### config.mk
export PLATFORM = sky130hd
export DESIGN_NAME = autorange_seven_segment_scanner
export DESIGN_NICKNAME = d
export VERILOG_FILES = /design/src/rtl/ar7seg_pkg.sv /design/src/rtl/autorange_seven_segment_scanner.sv
export SDC_FILE = /design/constraint.sdc
export NUM_CORES = 1
export LEC_CHECK = 0
export BUFFER_PORTS_ARGS = -buffer_cell sky130_fd_sc_hd__buf_4
export CELL_PAD_IN_SITES_DETAIL_PLACEMENT = 1
export CELL_PAD_IN_SITES_GLOBAL_PLACEMENT = 1
export CORE_ASPECT_RATIO = 1.75
export CORE_MARGIN = 2
export CORE_UTILIZATION = 35
export CTS_CLUSTER_SIZE = 25
export DETAILED_ROUTE_END_ITERATION = 10
export HOLD_SLACK_MARGIN = 0.03
export PLACE_DENSITY_LB_ADDON = 0.1
export SLEW_MARGIN = 20
export SYNTH_ARGS = -nofsm -noshare
export SYNTH_HDL_FRONTEND = slang
export SYNTH_SLANG_ARGS = --single-unit
### constraint.sdc
create_clock -name clk -period 23.7 [get_ports clk]
set_clock_uncertainty 0.05 [all_clocks]
set_input_delay 4.74 -clock clk [delete_from_list [all_inputs] [get_ports clk]]
set_output_delay 4.74 -clock clk [all_outputs]
set_load 0.005 [all_outputs]
### src/rtl/ar7seg_pkg.sv
// Shared definitions for the auto-ranging seven-segment scanner.
// Holds field widths, request codes and the digit glyph table; no dependencies.
package ar7seg_pkg;

    // Field widths.
    localparam int VALUE_W   = 17;
    localparam int DWELL_W   = 16;
    localparam int DIGITS    = 3;
    localparam int POS_W     = 2;
    localparam int SEG_W     = 8;
    localparam int SHOWN_W   = 10;

    // Loads at or above this many hundredths leave the display unchanged.
    localparam logic [VALUE_W-1:0] LOAD_LIMIT   = 17'd100000;
    localparam logic [VALUE_W-1:0] TENTHS_START = 17'd1000;
    localparam logic [VALUE_W-1:0] UNITS_START  = 17'd10000;

    localparam logic [SEG_W-1:0]   POINT_BIT    = 8'h80;
    localparam logic [DWELL_W-1:0] DWELL_RESET  = 16'd5;

    // Request codes.
    typedef enum logic
    {
        OP_LOAD = 1'b0,
        OP_TICK = 1'b1
    } opcode_t;

    // Where the decimal point goes.
    typedef enum logic [1:0]
    {
        POINT_FIRST  = 2'd0,
        POINT_SECOND = 2'd1,
        POINT_NONE   = 2'd2
    } point_t;

    // Segment pattern for one decimal digit, segments a..g in bits 0..6.
    function automatic logic [SEG_W-1:0] glyph(input logic [3:0] digit);
        logic [SEG_W-1:0] pattern;
        begin
            case (digit)
                4'd0:    pattern = 8'h3F;
                4'd1:    pattern = 8'h06;
                4'd2:    pattern = 8'h5B;
                4'd3:    pattern = 8'h4F;
                4'd4:    pattern = 8'h66;
                4'd5:    pattern = 8'h6D;
                4'd6:    pattern = 8'h7D;
                4'd7:    pattern = 8'h07;
                4'd8:    pattern = 8'h7F;
                4'd9:    pattern = 8'h67;
                default: pattern = 8'h00;
            endcase
            return pattern;
        end
    endfunction

endpackage

### src/rtl/autorange_seven_segment_scanner.sv
// Top level of the auto-ranging three-digit seven-segment scanner.
// Depends on ar7seg_pkg for widths, request codes and the glyph table.
//
// The block takes one request per clock cycle while the output does not stall, and
// returns one result per request. A load request sets the three digit patterns from
// a value in hundredths, with the decimal point placed by range; a tick request
// advances the dwell counter and, after dwell_ticks ticks, moves the scan to the next
// digit. Each result is the digit select and segment pattern of the lit digit after
// the request takes effect. The range is chosen and the value is scaled by a
// reciprocal multiply in front of the input register; between the input register and
// the result register the digits are split out and the scan state is updated.
// A result passes through the input register and then the result register before it
// is offered; stalls on the output hold the input register in turn.
module autorange_seven_segment_scanner
(
    input  logic                                clk,
    input  logic                                rst_n,
    // Configuration write port.
    input  logic                                cfg_write_en,
    input  logic [ar7seg_pkg::DWELL_W-1:0]      cfg_write_data,
    // Request channel.
    input  logic                                in_valid,
    output logic                                in_ready,
    input  logic                                opcode,
    input  logic [ar7seg_pkg::VALUE_W-1:0]      value_hundredths,
    // Result channel.
    output logic                                out_valid,
    input  logic                                out_ready,
    output logic [ar7seg_pkg::DIGITS-1:0]       digit_enable_n,
    output logic [ar7seg_pkg::SEG_W-1:0]        segments
);
    import ar7seg_pkg::*;

    // Configuration register.
    logic [DWELL_W-1:0] dwell_ticks_reg;

    // Input register stage.
    logic               s1_valid_reg;
    logic               s1_tick_reg;
    logic               s1_load_ok_reg;
    logic [SHOWN_W-1:0] s1_shown_reg;
    point_t             s1_point_reg;
    logic               s1_advance;

    // Display and scan state.
    logic [SEG_W-1:0]   pattern_reg [DIGITS];
    logic [SEG_W-1:0]   pattern_next [DIGITS];
    logic [POS_W-1:0]   pos_reg;
    logic [POS_W-1:0]   pos_next;
    logic [DWELL_W-1:0] count_reg;
    logic [DWELL_W-1:0] count_next;

    // Result register.
    logic               out_valid_reg;
    logic [DIGITS-1:0]  enable_n_reg;
    logic [DIGITS-1:0]  enable_n_next;
    logic [SEG_W-1:0]   segments_reg;
    logic [SEG_W-1:0]   segments_next;

    // Range decode in front of the input register.
    logic [29:0]        tenths_prod;
    logic [31:0]        units_prod;
    logic [SHOWN_W-1:0] shown_in;
    point_t             point_in;

    // Digit split and tick arithmetic.
    logic [15:0]        hund_prod;
    logic [17:0]        ten_prod;
    logic [6:0]         tens_all;
    logic [14:0]        tens_prod;
    logic [3:0]         tens_hi;
    logic [3:0]         digit_val [DIGITS];
    logic [SHOWN_W-1:0] tens_times10;
    logic [6:0]         tens_hi_times10;
    logic [DWELL_W-1:0] limit;
    logic [DWELL_W:0]   count_inc;

    // Handshake: the input register moves on when the result register is free or being read.
    assign s1_advance = s1_valid_reg && (!out_valid_reg || out_ready);
    assign in_ready   = !s1_valid_reg || s1_advance;
    assign out_valid  = out_valid_reg;
    assign digit_enable_n = enable_n_reg;
    assign segments       = segments_reg;

    // Pick the range and scale the value: /10 is exact for 14-bit values via
    // 52429 / 2^19, and /100 is done as /4 followed by /25 via 5243 / 2^17.
    always_comb
    begin
        tenths_prod = 30'(value_hundredths[13:0]) * 30'd52429;
        units_prod  = 32'(value_hundredths[VALUE_W-1:2]) * 32'd5243;
        if (value_hundredths < TENTHS_START)
        begin
            shown_in = value_hundredths[SHOWN_W-1:0];
            point_in = POINT_FIRST;
        end
        else if (value_hundredths < UNITS_START)
        begin
            shown_in = tenths_prod[28:19];
            point_in = POINT_SECOND;
        end
        else
        begin
            shown_in = units_prod[26:17];
            point_in = POINT_NONE;
        end
    end

    // Input register.
    always_ff @(posedge clk or negedge rst_n)
    begin
        if (!rst_n)
        begin
            s1_valid_reg <= 1'b0;
        end
        else if (in_ready)
        begin
            s1_valid_reg <= in_valid;
        end
    end

    always_ff @(posedge clk)
    begin
        if (in_valid && in_ready)
        begin
            s1_tick_reg    <= (opcode == OP_TICK);
            s1_load_ok_reg <= (value_hundredths < LOAD_LIMIT);
            s1_shown_reg   <= shown_in;
            s1_point_reg   <= point_in;
        end
    end

    // Split the shown value into three decimal digits with small reciprocal multiplies.
    always_comb
    begin
        hund_prod       = 16'(s1_shown_reg) * 16'd41;
        ten_prod        = 18'(s1_shown_reg) * 18'd205;
        tens_all        = ten_prod[17:11];
        tens_prod       = 15'(tens_all) * 15'd205;
        tens_hi         = tens_prod[14:11];
        tens_times10    = SHOWN_W'(tens_all) * SHOWN_W'(10);
        tens_hi_times10 = 7'(tens_hi) * 7'd10;
        digit_val[0]    = hund_prod[15:12];
        digit_val[1]    = 4'(tens_all - tens_hi_times10);
        digit_val[2]    = 4'(s1_shown_reg - tens_times10);
    end

    // Next display and scan state.
    always_comb
    begin
        for (int i = 0; i < DIGITS; i++)
        begin
            pattern_next[i] = pattern_reg[i];
        end
        pos_next   = pos_reg;
        count_next = count_reg;
        limit      = (dwell_ticks_reg == '0) ? DWELL_W'(1) : dwell_ticks_reg;
        count_inc  = {1'b0, count_reg} + (DWELL_W+1)'(1);

        if (s1_tick_reg)
        begin
            if (count_inc >= {1'b0, limit})
            begin
                count_next = '0;
                pos_next   = (pos_reg >= POS_W'(DIGITS - 1)) ? '0 : pos_reg + POS_W'(1);
            end
            else
            begin
                count_next = count_inc[DWELL_W-1:0];
            end
        end
        else if (s1_load_ok_reg)
        begin
            for (int i = 0; i < DIGITS; i++)
            begin
                pattern_next[i] = glyph(digit_val[i]);
            end
            case (s1_point_reg)
                POINT_FIRST:  pattern_next[0] = pattern_next[0] | POINT_BIT;
                POINT_SECOND: pattern_next[1] = pattern_next[1] | POINT_BIT;
                default:      ;
            endcase
        end
    end

    // Drive the lit digit from the updated state.
    always_comb
    begin
        if (pos_next < POS_W'(DIGITS))
        begin
            enable_n_next = ~(DIGITS'(1) << pos_next);
            segments_next = pattern_next[pos_next];
        end
        else
        begin
            enable_n_next = '1;
            segments_next = '0;
        end
    end

    // State, configuration and result valid.
    always_ff @(posedge clk or negedge rst_n)
    begin
        if (!rst_n)
        begin
            for (int i = 0; i < DIGITS; i++)
            begin
                pattern_reg[i] <= '0;
            end
            pos_reg         <= '0;
            count_reg       <= '0;
            dwell_ticks_reg <= DWELL_RESET;
            out_valid_reg   <= 1'b0;
        end
        else
        begin
            if (cfg_write_en)
            begin
                dwell_ticks_reg <= cfg_write_data;
            end
            if (s1_advance)
            begin
                for (int i = 0; i < DIGITS; i++)
                begin
                    pattern_reg[i] <= pattern_next[i];
                end
                pos_reg   <= pos_next;
                count_reg <= count_next;
            end
            if (s1_advance)
            begin
                out_valid_reg <= 1'b1;
            end
            else if (out_ready)
            begin
                out_valid_reg <= 1'b0;
            end
        end
    end

    // Result payload.
    always_ff @(posedge clk)
    begin
        if (s1_advance)
        begin
            enable_n_reg <= enable_n_next;
            segments_reg <= segments_next;
        end
    end

endmodule

[Yosys cells after proc, flatten, opt, wreduce, memory -nomap -nowiden]
Memory sizes are Yosys's and may differ from the RTL's.
Cells that the tools add are included.
Widths: inputs -> output; s select.
Cells by class
  $mul: 7
  $lt $le $gt $ge: 7
  reduce and logical (&&, ||, !) cells: 10
  muxes and demuxes: 17
  bitwise logic cells: 2
  divide/modulo/power cells: 0
  add/sub/neg operators: 4
  equality and inequality tests: 1
  shift operators: 1
Operator list (count)
  $mux 24: 2
  $mux 16: 2
  $mux 8: 4
  $mul 14x16->29 const B: 1
  $mul 15x13->27 const B: 1
  $mux 10: 2
  $mul 10x8->18 const B: 1
  $add 16x1->17 const B: 1
  $ge 17x16->1: 1
  $lt 17x10->1 const B: 1
  $lt 17x14->1 const B: 1
  $lt 17x17->1 const B: 1
  $bmux 8 s2: 1
  $logic_not 16->1: 1
  $mul 10x6->16 const B: 1
  $mul 7x8->15 const B: 1
  $mux 2: 4
  $sub 4x4->4: 2
  $mul 7x3->3 const B: 1
  $mul 4x3->3 const B: 1
  $ge 3x3->1 const B: 1
  $not 2->3: 1
  $not 3->3: 1
  $shl 1x2->3 const A: 1
  other kinds (11): 15
Word-level totals
  ROM bits: 336
  memories kept: 3
  word-level logic and storage cells: 66
  bits in latches: 0
  bits in registers: 85
  bits in writable memories: 0
Memories
  (name not given): depth 16, bits a word 7, rd ports 1, clocked after memory_dff 0, wr ports 0, line ar7seg_pkg.sv:40  | case (digit)
  (name not given): depth 16, bits a word 7, rd ports 1, clocked after memory_dff 0, wr ports 0, line ar7seg_pkg.sv:40
  (name not given): depth 16, bits a word 7, rd ports 1, clocked after memory_dff 0, wr ports 0, line ar7seg_pkg.sv:40

[Logic depth before layout (Yosys ltp)]
Gate-level depths: netlist (run 1).
An unclocked memory read counts as a cell.
  word-level depth: 11
  depth in mapped cells: 40
  depth with buffers taken out: 39

[Worst setup path after synthesis (run 1)]
OpenSTA, ideal clock, no wires.
  path kind: input -> output
  start: input out_ready
  end: output in_ready
  stages on the path: 1
  buffers on the path: 0
  path slack: 13996 ps
  arrival time: 4914 ps
  cells stage by stage: nand3b_1
Between the ends
  word-level cells in the longest chain between the ends: 3
RTL lines
  start: declaration: line autorange_seven_segment_scanner.sv:28  | input logic out_ready,
  $logic_or 1x1->1: line autorange_seven_segment_scanner.sv:79  | assign s1_advance = s1_valid_reg && (!out_valid_reg || out_ready);
  $logic_and 1x1->1: line autorange_seven_segment_scanner.sv:79
  $logic_or 1x1->1: line autorange_seven_segment_scanner.sv:80  | assign in_ready = !s1_valid_reg || s1_advance;
  end: declaration: line autorange_seven_segment_scanner.sv:23  | output logic in_ready,
No other way between the ends.

[Worst setup path in the final report (run 1)]
  start: register s1_shown_reg[3]
  end: register segments_reg[3], in the netlist segments[3] (data pin)
Between the ends
  word-level cells in the longest chain between the ends: 11
  elaborated cells between the ends (all ways): 17
RTL lines
  start: declaration: line autorange_seven_segment_scanner.sv:41  | logic [SHOWN_W-1:0] s1_shown_reg;
  start signal: assignment: line autorange_seven_segment_scanner.sv:127  | s1_shown_reg <= shown_in;
  $mul 10x8->18: line autorange_seven_segment_scanner.sv:136  | ten_prod = 18'(s1_shown_reg) * 18'd205;
  $mul 7x8->15: line autorange_seven_segment_scanner.sv:138  | tens_prod = 15'(tens_all) * 15'd205;
  $mul 4x3->3: line autorange_seven_segment_scanner.sv:141  | tens_hi_times10 = 7'(tens_hi) * 7'd10;
  $sub 4x4->4: line autorange_seven_segment_scanner.sv:143  | digit_val[1] = 4'(tens_all - tens_hi_times10);
  $mem_v2 16x7
  $mux 8: line autorange_seven_segment_scanner.sv:177  | case (s1_point_reg)
  $mux 24 (*): line autorange_seven_segment_scanner.sv:171  | else if (s1_load_ok_reg)
  $mux 24 (*): line autorange_seven_segment_scanner.sv:159  | if (s1_tick_reg)
  $bmux 8 s2 (*): line autorange_seven_segment_scanner.sv:191  | segments_next = pattern_next[pos_next];
  $mux 8 (not written as such) (*) (2 in a row): line autorange_seven_segment_scanner.sv:191
  end signal: assignment: line autorange_seven_segment_scanner.sv:246  | segments_reg <= segments_next;
  end: declaration: line autorange_seven_segment_scanner.sv:57  | logic [SEG_W-1:0] segments_reg;
Every way passes the cells marked *; elsewhere a longest branch is shown, timed or not. The select of a mux whose other input is x is not followed.
A chain may end at the register's enable or synchronous reset.

==> flow_metrics.py, run 1 <==
metrics = {
    "clock_tree": {
        "cts-buffers-inserted": 9,
        "cts.sinks": 85,
        "cts-root-buf": "clkbuf_16",
        "ctsHoldBuffers": 0,
        "clk_pin_slew_ns": 0.07,
        "clock_latency_ns": 0.35,
        "clockBufferDepth": 2,
        "cts_tree": "yes",
        "cts_resized": 0,
        "htree_levels": 3,
        "postCtsSetupBuffers": 0,
    },
    "critical_path": {
        "cp-end-kind": "flip-flop",
        "cpPeakStageDelay_ns": 0.59,
        "reg2reg_from": "s1_shown_reg[3]",
        "crit-reg2reg-capture": "segments[3]",
        "reg2reg_setup_slack_ns": 12.78,
        "arrival_ns": 10.96,
        "endpoint": "segments[3]",
        "reg2regPathDepth": 37,
        "cp-start-kind": "flip-flop",
        "cp_slowest_cell": "edfxtp_1",
        "cp.required_ns": 23.73,
        "path_max_fanout": 12,
        "criticalPathCategory": "flip-flop to flip-flop",
        "worstSetupStartpoint": "s1_shown_reg[3]",
    },
    "grt": {
        "antenna_found_initial": 0,
        "grt_max_degree": 61,
        "grt_overflow": 0,
        "first_global_vias": 12300,
        "grt_pass1_wl_um": 65500,
        "globalRouteTotalUtil_pct": 19.1,
    },
    "yosys": {
        "synth_cells": 1555,
        "ys_warn_count": 0,
        "async_reset_ff_share_pct": 70.6,
        "synth-edff-count": 25,
        "synth-seq-area-share_pct": 15.3,
        "yosysTopAreaCell": "ha_1",
        "post-synth-top-count-cell": "ha_1",
        "synth_area_leaders": "ha_1, fa_1, dfrtp_1",
        "ys_ff_latch": 85,
        "synth_common_cells": "ha_1, inv_1, fa_1",
        "ys_types": 90,
        "synth_top_area_share_pct": 29.5,
        "syn_area_um2": 14800,
        "synth-main-ff-cell": "dfrtp_1",
        "avgSynthCellArea_um2": 9.50,
        "synth_nets": 2094,
    },
    "layout": {
        "synthToLayoutAreaGrowth_pct": 8.50,
        "fin_nets": 2134,
        "num_antenna_cells": 0,
        "fin_util_pct": 38.4,
        "final_cells": 2155,
        "n_fill_cell": 4837,
        "drive_gt1_share_pct": 6.38,
        "largest_register_ffs": 24,
    },
    "timing": {
        "hold_viol": 0,
        "rsz0062_at_grt": "no",
        "setup_violations": 0,
        "relSlewSlack_pct": 33.1,
        "slew_violations": 0,
        "fin_crit_sh_pct": 46.1,
        "tightest_slew_ns": 1.00,
        "fmax_mhz": 91.6,
        "setup_tns_ns": 0,
        "period_needed_ns": 10.92,
    },
    "drt": {
        "ant_nets": 0,
        "drt_iter0_markers": 278,
        "wl_um": 40400,
        "first_pass_iters": 6,
        "vias_per_cell": 5.07,
        "wl_per_cell_um": 18.7,
        "via_count": 10900,
        "drc": 0,
    },
    "run_status": {
        "status": "complete, no violations",
    },
    "place": {
        "dp_hpwl_um": 35900,
        "port_buffers": 51,
        "globalplace.congestion": 0.911,
        "dp_cells": 2139,
    },
    "die": {
        "num_rows": 99,
        "die_w_um": 159,
        "initial_core_util_pct": 35.4,
        "die-area_um2": 43900,
        "die_y_um": 276,
        "core_area_um2": 41700,
        "ios": 52,
    },
    "worst_hold_path": {
        "worstHoldPathType": "flip-flop to flip-flop",
        "worstHoldStart": "pattern_reg[0]",
    },
    "job": {
        "drv_cap": 0,
    },
}
-- cell usage in the layout, fill, tap and decap left out, drive strengths merged, types with 25 or more instances in the layout --
cell / n
xnor2: 45
a21oi: 65
inv: 327
fa: 152
nor2: 68
o21ai: 74
nand2: 116
edfxtp: 25
dfrtp: 58
ha: 348
buf: 53
-- how the worst min path moves through the flow --
| stage | endpoint | cells after the start | slack, ns |
|---|---|---|---|
| CTS | pattern_reg[17] | 2 | 0.44 |
| detailed placement | pattern_reg[17] | 2 | 0.42 |
| floorplan | pattern_reg[23] | 1 | 0.39 |
| global placement | pattern_reg[0] | 2 | 0.41 |
| finish | pattern_reg[0] | 2 | 0.43 |
| global route | pattern_reg[0] | 2 | 0.47 |
-- per-layer routing --
metal | track usage (%) | wire (um) | vias to the layer above
met1 | 18.1 | 14000 | 5502
met2 | 41.6 | 24400 | 98
met5 | 0 | 0 | -
met3 | 1.19 | 399 | 53
li1 | - | - | 5279
met4 | 7.34 | 1570 | 0
-- critical path: cells and delay by family, from the launching register on --
| kind | cells | cell delay, ns |
|---|---|---|
| flip-flops | 1 | 0.59 |
| multiplexers | 2 | 0.39 |
| AND/OR/NAND/NOR | 6 | 1.14 |
| buffers and inverters | 6 | 0.39 |
| XOR/XNOR | 4 | 1.36 |
| adder cells (fa/ha/maj) | 12 | 4.72 |
| AO/OA/AOI/OAI | 7 | 1.98 |
-- metrics by stage --
step                      worst slack [ns]  cell area [um2]  hold WS, ns
after floorplan                      14.00            14800        0.390
after global placement               12.75            15800        0.411
after detailed placement             12.67            15800        0.422
after CTS                            12.64            16000        0.438
after global routing                 11.99            16000        0.470
final                                12.78            16000        0.433
-- final cells by class --
class	count	area [um2]	area share (%)
multi-input cells	1119	11200	69.8
flip-flops and latches	85	2250	14.1
inverters	327	1230	7.66
well taps	555	694	4.33
repair buffers	53	398	2.48
clock buffers	11	233	1.45
clock inverters	5	28.8	0.179
-- kinds of logic (layout without fill, tap and decap cells) --
kind of cell	after synthesis	after routing	synth area share, %
AND/OR/NAND/NOR	284	284	8.98
buffers and inverters	351	396	8.98
multiplexers	18	18	1.33
AO/OA/AOI/OAI	258	258	11.8
XOR/XNOR	59	59	3.60
adder cells (fa/ha/maj)	500	500	50.1
flip-flops	85	85	15.3
Power of run 1 is not shown: default switching activity piles up to over one toggle a cycle in this logic, so the estimate is an artifact.
==> run 2: changes to the inputs <==
--- a/config.mk
+++ b/config.mk
@@ -5,6 +5,7 @@
 export SDC_FILE = /design/constraint.sdc
 export NUM_CORES = 1
 export LEC_CHECK = 0
+export ABC_AREA = 1
 export BUFFER_PORTS_ARGS = -buffer_cell sky130_fd_sc_hd__buf_4
 export CELL_PAD_IN_SITES_DETAIL_PLACEMENT = 1
 export CELL_PAD_IN_SITES_GLOBAL_PLACEMENT = 1
==> constraint.sdc (replaced) <==
create_clock -name clk -period 11.2 [get_ports clk]
set_clock_uncertainty 0.05 [all_clocks]
set_input_delay 2.24 -clock clk [delete_from_list [all_inputs] [get_ports clk]]
set_output_delay 2.24 -clock clk [all_outputs]
set_load 0.005 [all_outputs]
==> flow_metrics.py, run 2 <==
metrics = {
    "clock_tree": {
        "postCtsSetupBuffers": 0,
        "clock_latency_ns": 0.36,
        "cts-buffers-inserted": 9,
        "clockBufferDepth": 2,
        "cts-root-buf": "clkbuf_16",
        "cts_resized": 0,
        "htree_levels": 3,
        "cts_tree": "yes",
        "ctsHoldBuffers": 0,
        "clk_pin_slew_ns": 0.07,
        "cts.sinks": 85,
    },
    "place": {
        "globalplace.congestion": 0.830,
        "dpl_cell_area_um2": 17000,
        "dpl_worst_slack_ns": 2.43,
        "dp_hpwl_um": 41100,
        "port_buffers": 51,
    },
    "grt": {
        "globalRouteTotalUtil_pct": 20.3,
        "grt_pass1_wl_um": 74100,
        "grt_max_degree": 61,
        "first_global_vias": 14400,
        "grt_overflow": 0,
        "antenna_found_initial": 0,
    },
    "critical_path": {
        "criticalPathCategory": "flip-flop to flip-flop",
        "cp_slowest_cell": "fa_1",
        "cp-end-kind": "flip-flop",
        "cp-start-kind": "flip-flop",
        "cp_common_cell": "nand2_1",
        "cp.required_ns": 11.26,
        "cpPeakStageDelay_ns": 0.56,
        "arrival_ns": 8.80,
        "path_max_fanout": 8,
    },
    "timing": {
        "relSlewSlack_pct": 35.5,
        "fin_ws_ns": 2.46,
        "fin_crit_sh_pct": 78.0,
        "period_needed_ns": 8.74,
        "setup_violations": 0,
        "fmax_mhz": 114,
        "tightest_slew_ns": 0.966,
        "rsz0062_at_grt": "no",
        "setup_tns_ns": 0,
        "hold_viol": 0,
        "slew_violations": 0,
    },
    "yosys": {
        "yosysTopAreaCell": "ha_1",
        "synth-main-ff-cell": "dfrtp_1",
        "ys_types": 52,
        "ys_warn_count": 0,
        "async_reset_ff_share_pct": 70.6,
        "avgSynthCellArea_um2": 8.08,
        "synth_common_cells": "inv_1, ha_1, nand2_1",
        "post-synth-top-count-cell": "inv_1",
        "ys_ff_latch": 85,
        "synth_area_leaders": "ha_1, fa_1, inv_1",
        "synth-seq-area-share_pct": 14.2,
        "syn_area_um2": 15900,
        "synth_top_area_share_pct": 27.4,
        "synth_cells": 1969,
        "synth-edff-count": 25,
        "synth_nets": 2508,
    },
    "layout": {
        "layout_common_cells": "inv_1, ha_1, nand2_1",
        "drive_gt1_share_pct": 5.10,
        "num_antenna_cells": 0,
        "synthToLayoutAreaGrowth_pct": 8.39,
        "fin_nets": 2555,
        "final_common_cell": "inv_1",
        "final_area_um2": 17200,
        "largest_register_ffs": 24,
    },
    "die": {
        "initial_core_util_pct": 35.4,
        "die_y_um": 286,
        "ios": 52,
        "die-area_um2": 47300,
        "die_w_um": 165,
        "core_area_um2": 45000,
        "num_rows": 103,
    },
    "drt": {
        "ant_nets": 0,
        "via_count": 12900,
        "vias_per_cell": 4.96,
        "drc": 0,
        "drt_iter0_markers": 321,
        "first_pass_iters": 4,
        "wl_per_cell_um": 17.7,
        "wl_um": 46100,
    },
    "job": {
        "drv_cap": 0,
    },
    "run_status": {
        "status": "complete, no violations",
    },
    "worst_hold_path": {
        "worstHoldPathType": "flip-flop to flip-flop",
    },
}
run 2: logic make-up after synthesis:
group / Yosys count / share of synthesized area, %
flops: 85 / 14.2
xor+xnor: 32 / 1.97
fa+ha+maj: 500 / 46.5
buf+inv: 488 / 11.6
simple gates: 600 / 16.6
compound gates: 264 / 9.21
run 2: layout make-up:
cell class	instances	area [um2]
clock buffers	11	233
clock inverters	5	57.6
fillers	5492	27700
inverters	470	1760
multi-input cells	1396	11800
flip-flops and latches	85	2250
well taps	577	722
repair buffers	54	405
run 2: metrics by stage:
step                      instances  utilization (%)  hold WS, ns
final                          2598             38.4        0.442
after floorplan                1969                -        0.396
after global routing           2598             38.4        0.476
after CTS                      2598             38.4        0.437
after global placement         2582             37.7        0.417
after detailed placement       2582             37.7        0.421
run 2: per-layer routing:
layer  GRT usage [%]  vias to the layer above  share of wire, %
li1                -                     6405                 -
met1            20.4                     6324                36
met2            42.2                      102                59
met3            1.15                       68              0.99
met4            7.48                        0               3.8
met5               0                        -                 0
run 2: path summary, 6_finish.rpt:
check / from / slack, ns / endpoint / cells past startpoint
hold / removal: pos_reg[0] / 0.44 / pos_reg[0] / 2
max in group asynchronous: rst_n / 8.61 / dwell_ticks_reg[7] / 1
setup / recovery: s1_shown_reg[3] / 2.46 / segments[5] / 38
setup reg to reg: s1_shown_reg[3] / 2.46 / segments[5] / 38
min in group asynchronous: rst_n / 1.91 / pattern_reg[9] / 1
hold reg to reg: pos_reg[0] / 0.44 / pos_reg[0] / 2
run 2: worst max-delay path: cells and delay by family, from the launching register on:
kind,cells,cell delay (ns)
compound gates,2,0.43
xor+xnor,2,0.69
fa+ha+maj,12,4.77
buf+inv,5,0.28
flops,1,0.55
simple gates,17,1.71
Power of run 2 is left out for the same reason.
